==> src/rtl/tgr_pkg.sv <==
// Shared types and constants for the text glyph rasteriser.
package tgr_pkg;

    // Input word kinds.
    localparam logic [1:0] KIND_START = 2'd0;
    localparam logic [1:0] KIND_CHAR  = 2'd1;
    localparam logic [1:0] KIND_FONT  = 2'd2;

    // Character codes with a special meaning.
    localparam logic [7:0] CHAR_TAB     = 8'd9;
    localparam logic [7:0] CHAR_NEWLINE = 8'd10;
    localparam logic [7:0] FIRST_GLYPH  = 8'd32;

    // Geometry of the font store and of the cursor.
    localparam int         FONT_DEPTH     = 768;
    localparam int         FONT_AW        = 10;
    localparam int         FONT_GLYPHS    = FONT_DEPTH / 8;
    localparam int         GLYPH_W        = 7;
    localparam int         COORD_W        = 11;
    localparam logic [10:0] COORD_MAX     = 11'h7FF;
    localparam logic [5:0] GLYPH_STEP     = 6'd8;
    localparam logic [5:0] TAB_STEP       = 6'd32;
    localparam int         COLOR_W        = 24;
    localparam int         OFFSET_W       = 20;

    // Commands from the controller to the datapath.
    typedef struct packed {
        logic take;         // input word accepted this cycle
        logic start_fetch;  // read the first font row of the glyph
        logic emit;         // load the next pixel word into the output register
    } tgr_cmd_t;

    // Status from the datapath to the controller.
    typedef struct packed {
        logic glyph_item;   // the presented input word renders a glyph
        logic pixel_last;   // the next pixel to emit is the 64th
        logic slot_free;    // the output register can take a word
    } tgr_stat_t;

    // Add with saturation at the largest coordinate.
    function automatic logic [10:0] sat_add(input logic [10:0] a, input logic [5:0] b);
        logic [11:0] s;
        s = {1'b0, a} + 12'(b);
        sat_add = s[11] ? COORD_MAX : s[10:0];
    endfunction

endpackage

==> src/rtl/tgr_ctrl.sv <==
// Controller state machine that sequences input words and glyph pixels.
module tgr_ctrl
    import tgr_pkg::*;
(
    input  logic      clk,
    input  logic      rst_n,
    input  logic      in_valid,
    output logic      in_stall,
    input  tgr_stat_t stat,
    output tgr_cmd_t  cmd
);

    localparam logic [1:0] ST_IDLE  = 2'd0;
    localparam logic [1:0] ST_FETCH = 2'd1;
    localparam logic [1:0] ST_PIXEL = 2'd2;

    logic [1:0] state_reg;
    logic [1:0] state_next;

    // Next state and command decode.
    always_comb
    begin
        state_next      = state_reg;
        cmd.take        = 1'b0;
        cmd.start_fetch = 1'b0;
        cmd.emit        = 1'b0;
        in_stall        = 1'b1;
        case (state_reg)
            ST_IDLE:
            begin
                in_stall = 1'b0;
                cmd.take = in_valid;
                if (in_valid && stat.glyph_item)
                begin
                    state_next = ST_FETCH;
                end
            end
            ST_FETCH:
            begin
                cmd.start_fetch = 1'b1;
                state_next      = ST_PIXEL;
            end
            ST_PIXEL:
            begin
                cmd.emit = stat.slot_free;
                if (stat.slot_free && stat.pixel_last)
                begin
                    state_next = ST_IDLE;
                end
            end
            default:
            begin
                state_next = ST_IDLE;
            end
        endcase
    end

    // State register.
    always_ff @(posedge clk or negedge rst_n)
    begin
        if (!rst_n)
        begin
            state_reg <= ST_IDLE;
        end
        else
        begin
            state_reg <= state_next;
        end
    end

endmodule

==> config.mk <==
export PLATFORM = sky130hd
export DESIGN_NAME = tgr_ctrl
export DESIGN_NICKNAME = d
export VERILOG_FILES = /design/src/rtl/tgr_pkg.sv /design/src/rtl/tgr_ctrl.sv
export SDC_FILE = /design/constraint.sdc
export NUM_CORES = 1
export LEC_CHECK = 0
export ABC_AREA = 1
export BUFFER_PORTS_ARGS = -buffer_cell sky130_fd_sc_hd__buf_2
export CAP_MARGIN = 30
export CELL_PAD_IN_SITES_DETAIL_PLACEMENT = 0
export CELL_PAD_IN_SITES_GLOBAL_PLACEMENT = 1
export CORE_AREA = 3 3 40 42
export DETAILED_ROUTE_END_ITERATION = 8
export DIE_AREA = 0 0 43 45
export HOLD_SLACK_MARGIN = 0.12
export PLACE_DENSITY_LB_ADDON = 0.1
export REMOVE_ABC_BUFFERS = 1
export SYNTH_ARGS = -nofsm -noshare
export SYNTH_HDL_FRONTEND = slang
export SYNTH_SLANG_ARGS = --single-unit
==> constraint.sdc <==
create_clock -name clk -period 1.1 [get_ports clk]
set_input_delay 0.055 -clock clk [delete_from_list [all_inputs] [get_ports clk]]
set_output_delay 0.055 -clock clk [all_outputs]
set_load 0.1 [all_outputs]
==> results.py, run 1 <==
metrics = {
    "route": {
        "routedWlPerCell_um": 7.25,
        "drtAntennaViolNets": 0,
        "first_pass_iters": 2,
        "wirelength_um": 348,
        "drc": 0,
        "drtIter0Drc": 2,
        "viasPerCell": 3.19,
        "vias": 153,
    },
    "sta": {
        "finalClockSkew_ns": 0.00312,
        "rsz0062_at_grt": "true",
        "hold_violations": 0,
        "timing.fmax_ghz": 0.827,
        "slew_viol_final": 0,
        "period_share": 1.10,
        "fin_crit_ns": 1.21,
        "worst_pin_slew_ns": 0.106,
        "setup_viol": 2,
        "layout_setup_ws_ns": -0.110,
        "slew_headroom": 0.929,
    },
    "grt": {
        "grt_use_total": 0.0449,
        "grt_overflow": 0,
        "grt_pass1_vias": 151,
        "grt_pass1_wl_um": 579,
        "antenna_found_initial": 0,
        "grt_start_max_net_pins": 4,
    },
    "synthesis": {
        "async_reset_ff_frac": 1.00,
        "synth_seq_cells": 2,
        "synth-seq-area-share": 0.426,
        "synth_area_leader_cell": "dfrtp_1",
        "yosysWarnings": 0,
        "synth.area.top_cells": "dfrtp_1 43%, nor2_2 11%, inv_1 9.6%",
        "syn_avg_cell_area_um2": 7.84,
        "netlist_instances": 15,
        "synth_common_cells": "3 x inv_1, 3 x nand2_1, 2 x dfrtp_1, 2 x nor2_2",
        "ys_types": 9,
        "synth_top_flop_cell": "dfrtp_1",
        "yosysTopAreaCellShare": 0.426,
        "synth_area_um2": 118,
        "synth-edff-count": 0,
    },
    "pwr": {
        "p_clk_frac": 0.193,
        "seq_power_share": 0.119,
        "intPower_uw": 438,
        "sw_frac_of_total": 0.481,
        "power.switching_uw": 406,
        "vdd_ir_drop_max_uv": 999,
        "leakagePower_uw": 0.000161,
        "pwr-share-comb": 0.688,
        "power-per-cell-area_mw_per_mm2": 2500,
    },
    "die": {
        "coreArea_mm2": 0.00128,
        "die_height_um": 45,
        "start_util": 0.0915,
        "num_rows": 13,
        "die_x_um": 43,
        "dieArea_mm2": 0.00194,
        "io_pins": 10,
    },
    "cts": {
        "cts_buffers": 3,
        "cts_tree": "done",
        "cts.sinks": 2,
        "htreeDepth": 1,
        "insertion_delay_ns": 0.22,
        "clk_pin_slew_ns": 0.03,
        "cts_buffer_depth": 2,
        "cts-root-buf": "clkbuf_4",
    },
    "run": {
        "maxCapViolations": 0,
    },
    "critical_path": {
        "crit_slowest_cell": "dfrtp_1",
        "arrival_ns": 1.15,
        "worst-r2r-cell-count": 3,
        "r2r-end": "state_reg[0]",
        "end_kind": "output port",
        "criticalPathCategory": "reg2out",
        "rrSetupSlack_ns": 0.18,
        "slowest_delay_ns": 0.36,
        "path_cells": "or2_4, nor2_4, buf_12",
        "critPathTopFamily": "simple AND/OR/NAND/NOR gates",
        "cp.required_ns": 1.04,
        "cp_num_buf_inv": 1,
        "worst_setup_path_start_kind": "flip-flop",
        "critPathMaxFanout": 3,
        "reg2reg_from": "state_reg[1]",
    },
    "layout": {
        "nNetsFinal": 41,
        "drive_above_1_share": 0.606,
        "n_antenna_cell": 0,
        "fin_cells": 48,
        "ff_latch_area_um2": 50.0,
        "final_cell_area_um2": 338,
        "utilization": 0.263,
        "fillers": 131,
        "largest_reg_flops": 2,
        "multiInputGateArea_um2": 65.1,
        "area_growth_pct": 187,
    },
    "status": {
        "status": "complete, but fails checks",
        "violations": "setup timing",
    },
    "worst_hold_path": {
        "hp-class": "in2async",
    },
    "place": {
        "place_ws_ns": 0.0706,
        "port_buffers": 9,
        "place_inst": 38,
        "place_congestion": 0.547,
        "dpl_cell_area_um2": 234,
    },
}
## stage by stage
| stage | hold slack, ns | setup TNS [ns] | total power (µW) |
|---|---|---|---|
| floorplan | -0.241 | -2.01 | 426 |
| global placement | -0.160 | 0 | 607 |
| detailed placement | -0.159 | 0 | 606 |
| CTS | 0.143 | -0.181 | 840 |
| global route | 0.166 | -0.233 | 884 |
| finish | 0.147 | -0.129 | 844 |
## metal layers
| metal | share of wire | up-vias | track usage |
|---|---|---|---|
| met5 | 0 | - | 0 |
| met4 | 0.032 | 0 | 0.0542 |
| met3 | 0.16 | 2 | 0.0359 |
| met2 | 0.40 | 11 | 0.0539 |
| met1 | 0.41 | 60 | 0.0432 |
| li1 | - | 80 | - |
## logic make-up after synthesis
logic type             Yosys count  synth area share
flip-flops                       2             0.426
buffers and inverters            4             0.160
AND/OR/NAND/NOR                  9             0.415
## power groups by stage
stage          sequential, µW  clock [µW]  combinational (µW)
2_1_floorplan             103           0                 323
3_3_place_gp              107           0                 500
3_5_place_dp              106           0                 499
4_1_cts                   100         173                 567
5_1_grt                   101         183                 600
6_report                  100         163                 581
## layout by cell type, fill, tap and decap left out, drive strengths merged
cell         count
buf             11
and3             1
inv              3
clkbuf           3
nand3            1
or2              1
nor2             3
dlygate4sd3      5
nand2            3
dfrtp            2
## worst max-delay path by stage
stage                        end  slack (ns)          from  depth (start not counted)
global route              cmd[2]       -0.14  state_reg[0]                          3
detailed placement        cmd[2]        0.07  state_reg[1]                          3
finish                    cmd[2]       -0.11  state_reg[1]                          3
floorplan           state_reg[1]       -0.84  state_reg[1]                          3
CTS                       cmd[2]       -0.13  state_reg[1]                          3
global placement          cmd[2]        0.06  state_reg[1]                          3
## final cells by class
type	count	area share
flip-flops and latches	2	0.148
inverters	3	0.0333
well taps	15	0.0556
repair buffers	16	0.504
clock buffers	3	0.0667
multi-input cells	9	0.193
## repair_timing
| item | CTS | global route |
|---|---|---|
| setup endpoints to repair | 4 | 4 |
| hold buffers | 5 | 0 |
| setup buffers | 1 | 1 |
| resized for setup | 5 | 0 |
| hold endpoints to repair | 4 | 0 |
| pin swaps | 2 | 0 |
| gates cloned | 0 | 0 |
Note: power is estimated with default switching activity, not from simulation.
==> run 2, diff against run 1 <==
==> constraint.sdc (replaced) <==
create_clock -name clk -period 1.1 [get_ports clk]
set_input_delay 0.11 -clock clk [delete_from_list [all_inputs] [get_ports clk]]
set_output_delay 0.11 -clock clk [all_outputs]
set_load 0.1 [all_outputs]
==> run 2 against run 1 <==
Effect of this change: sequential share of layout area rose by 1.4 points; clock power barely moved; routed wire length fell by 5.7%; register-to-register slack barely moved; utilization fell by 2.2 points; cell area fell by 8.5%; the run still ends with setup timing left; via count fell by 5.2%; combinational power rose by 3.6%; largest cell class unchanged; non-clock buffer count fell by 3; worst hold slack got worse by 0.027 ns; maximum frequency fell by 4.0%.
==> results.py, run 2 (same netlist as run 1, synthesis figures left out) <==
metrics = {
    "status": {
        "status": "complete, but fails checks",
        "violations": "setup timing",
    },
    "sta": {
        "period_share": 1.15,
        "slew_viol_final": 0,
        "setup-tns-final_ns": -0.429,
        "layout_setup_ws_ns": -0.161,
        "timing.fmax_ghz": 0.793,
        "hold_violations": 0,
        "worst_pin_slew_ns": 0.107,
        "rsz0062_at_grt": "true",
        "fin_crit_ns": 1.26,
        "slew_headroom": 0.928,
        "whs_ns": 0.120,
        "finalClockSkew_ns": 0.00306,
        "setup_viol": 4,
    },
    "layout": {
        "area_growth_pct": 163,
        "drive_above_1_share": 0.700,
        "fillers": 146,
        "utilization": 0.241,
        "largest_reg_flops": 2,
        "final_cell_mix": "5 x buf_2, 4 x buf_12, 3 x nand2_1, 3 x clkbuf_4",
        "nNetsFinal": 38,
        "n_antenna_cell": 0,
        "final_common_cell": "buf_2",
    },
    "die": {
        "die_height_um": 45,
        "dieArea_mm2": 0.00194,
        "start_util": 0.0915,
        "io_pins": 10,
        "die_x_um": 43,
        "num_rows": 13,
        "coreArea_mm2": 0.00128,
    },
    "cts": {
        "cts.sinks": 2,
        "cts_buffer_depth": 2,
        "htreeDepth": 1,
        "insertion_delay_ns": 0.22,
        "clk_pin_slew_ns": 0.03,
        "cts-root-buf": "clkbuf_4",
        "cts_tree": "done",
        "cts_buffers": 3,
    },
    "route": {
        "vias": 145,
        "routedWlPerCell_um": 7.29,
        "drtIter0Drc": 6,
        "drc": 0,
        "viasPerCell": 3.22,
        "first_pass_iters": 2,
        "wirelength_um": 328,
        "drtAntennaViolNets": 0,
    },
    "critical_path": {
        "end_kind": "output port",
        "criticalPathCategory": "reg2out",
        "worst-r2r-cell-count": 3,
        "arrival_ns": 1.15,
        "worst_setup_path_start_kind": "flip-flop",
        "critPathMaxFanout": 3,
        "reg2reg_from": "state_reg[1]",
        "cp-startpoint": "state_reg[1]",
        "cp.required_ns": 0.99,
    },
    "worst_hold_path": {
        "hold_path_depth": 3,
        "worstHoldStart": "stat[2]",
        "hp-class": "in2reg",
    },
    "place": {
        "dp_hpwl_um": 274,
        "port_buffers": 9,
        "place_congestion": 0.546,
    },
    "run": {
        "maxCapViolations": 0,
    },
    "grt": {
        "grt_overflow": 0,
        "grt_pass1_wl_um": 579,
        "grt_pass1_vias": 153,
        "grt_start_max_net_pins": 4,
        "antenna_found_initial": 0,
        "grt_use_total": 0.0449,
    },
    "pwr": {
        "power-per-cell-area_mw_per_mm2": 2790,
        "leakagePower_uw": 0.000150,
        "vdd_ir_drop_max_uv": 856,
    },
}
run 2: cell types whose count changed in the layout (fill, tap and decap cells not counted), sizes merged:
cell         change
buf              +1
dlygate4sd3      -4
run 2: metal layers:
metal,routed length [µm],up-vias,track usage
met4,0,0,0.0542
met1,138,63,0.0432
li1,-,73,-
met3,45,0,0.0319
met2,143,9,0.0569
met5,0,-,0
run 2: path summary, 6_finish.rpt:
kind	end	slack (ns)
max	cmd[2]	-0.16
min	state_reg[0]	0.12
min in group asynchronous	state_reg[1]	0.20
max reg2reg	state_reg[0]	0.19
min reg2reg	state_reg[1]	0.58
max in group asynchronous	state_reg[0]	0.80
run 2: worst max-delay path, stage by stage (launching register included):
cell and delay (ns):
dfrtp_1 0.37, or2_4 0.28, nor2_4 0.10, buf_12 0.18
run 2: power by group:
part | total (µW) | internal [µW] | switching, µW
sequential | 101 | 91.3 | 9.37
combinational | 602 | 242 | 360
clock | 161 | 120 | 40.5
run 2: metrics by stage:
| stage | instances | total power [µW] | setup WS (ns) | instance area (µm²) |
|---|---|---|---|---|
| 6_report | 45 | 863 | -0.161 | 309 |
| 5_1_grt | 45 | 912 | -0.211 | 309 |
| 2_1_floorplan | 14 | 426 | -0.845 | 110 |
| 4_1_cts | 44 | 861 | -0.178 | 302 |
| 3_5_place_dp | 39 | 629 | 0.0230 | 241 |
| 3_3_place_gp | 39 | 626 | 0.0253 | 241 |
run 2: timing repair:
item,4_1_cts,5_1_grt
buffers inserted,1,1
gates resized for setup,6,0
pin swaps,2,0
setup endpoints to repair,4,4
hold buffers,1,0
endpoints found under the hold margin,2,0
run 2: area by class of cell:
cell class	count	area [µm²]	area share
repair buffers	13	141	0.457
multi-input cells	9	65.1	0.211
flip-flops and latches	2	50.0	0.162
clock buffers	3	22.5	0.0729
well taps	15	18.8	0.0607
inverters	3	11.3	0.0364
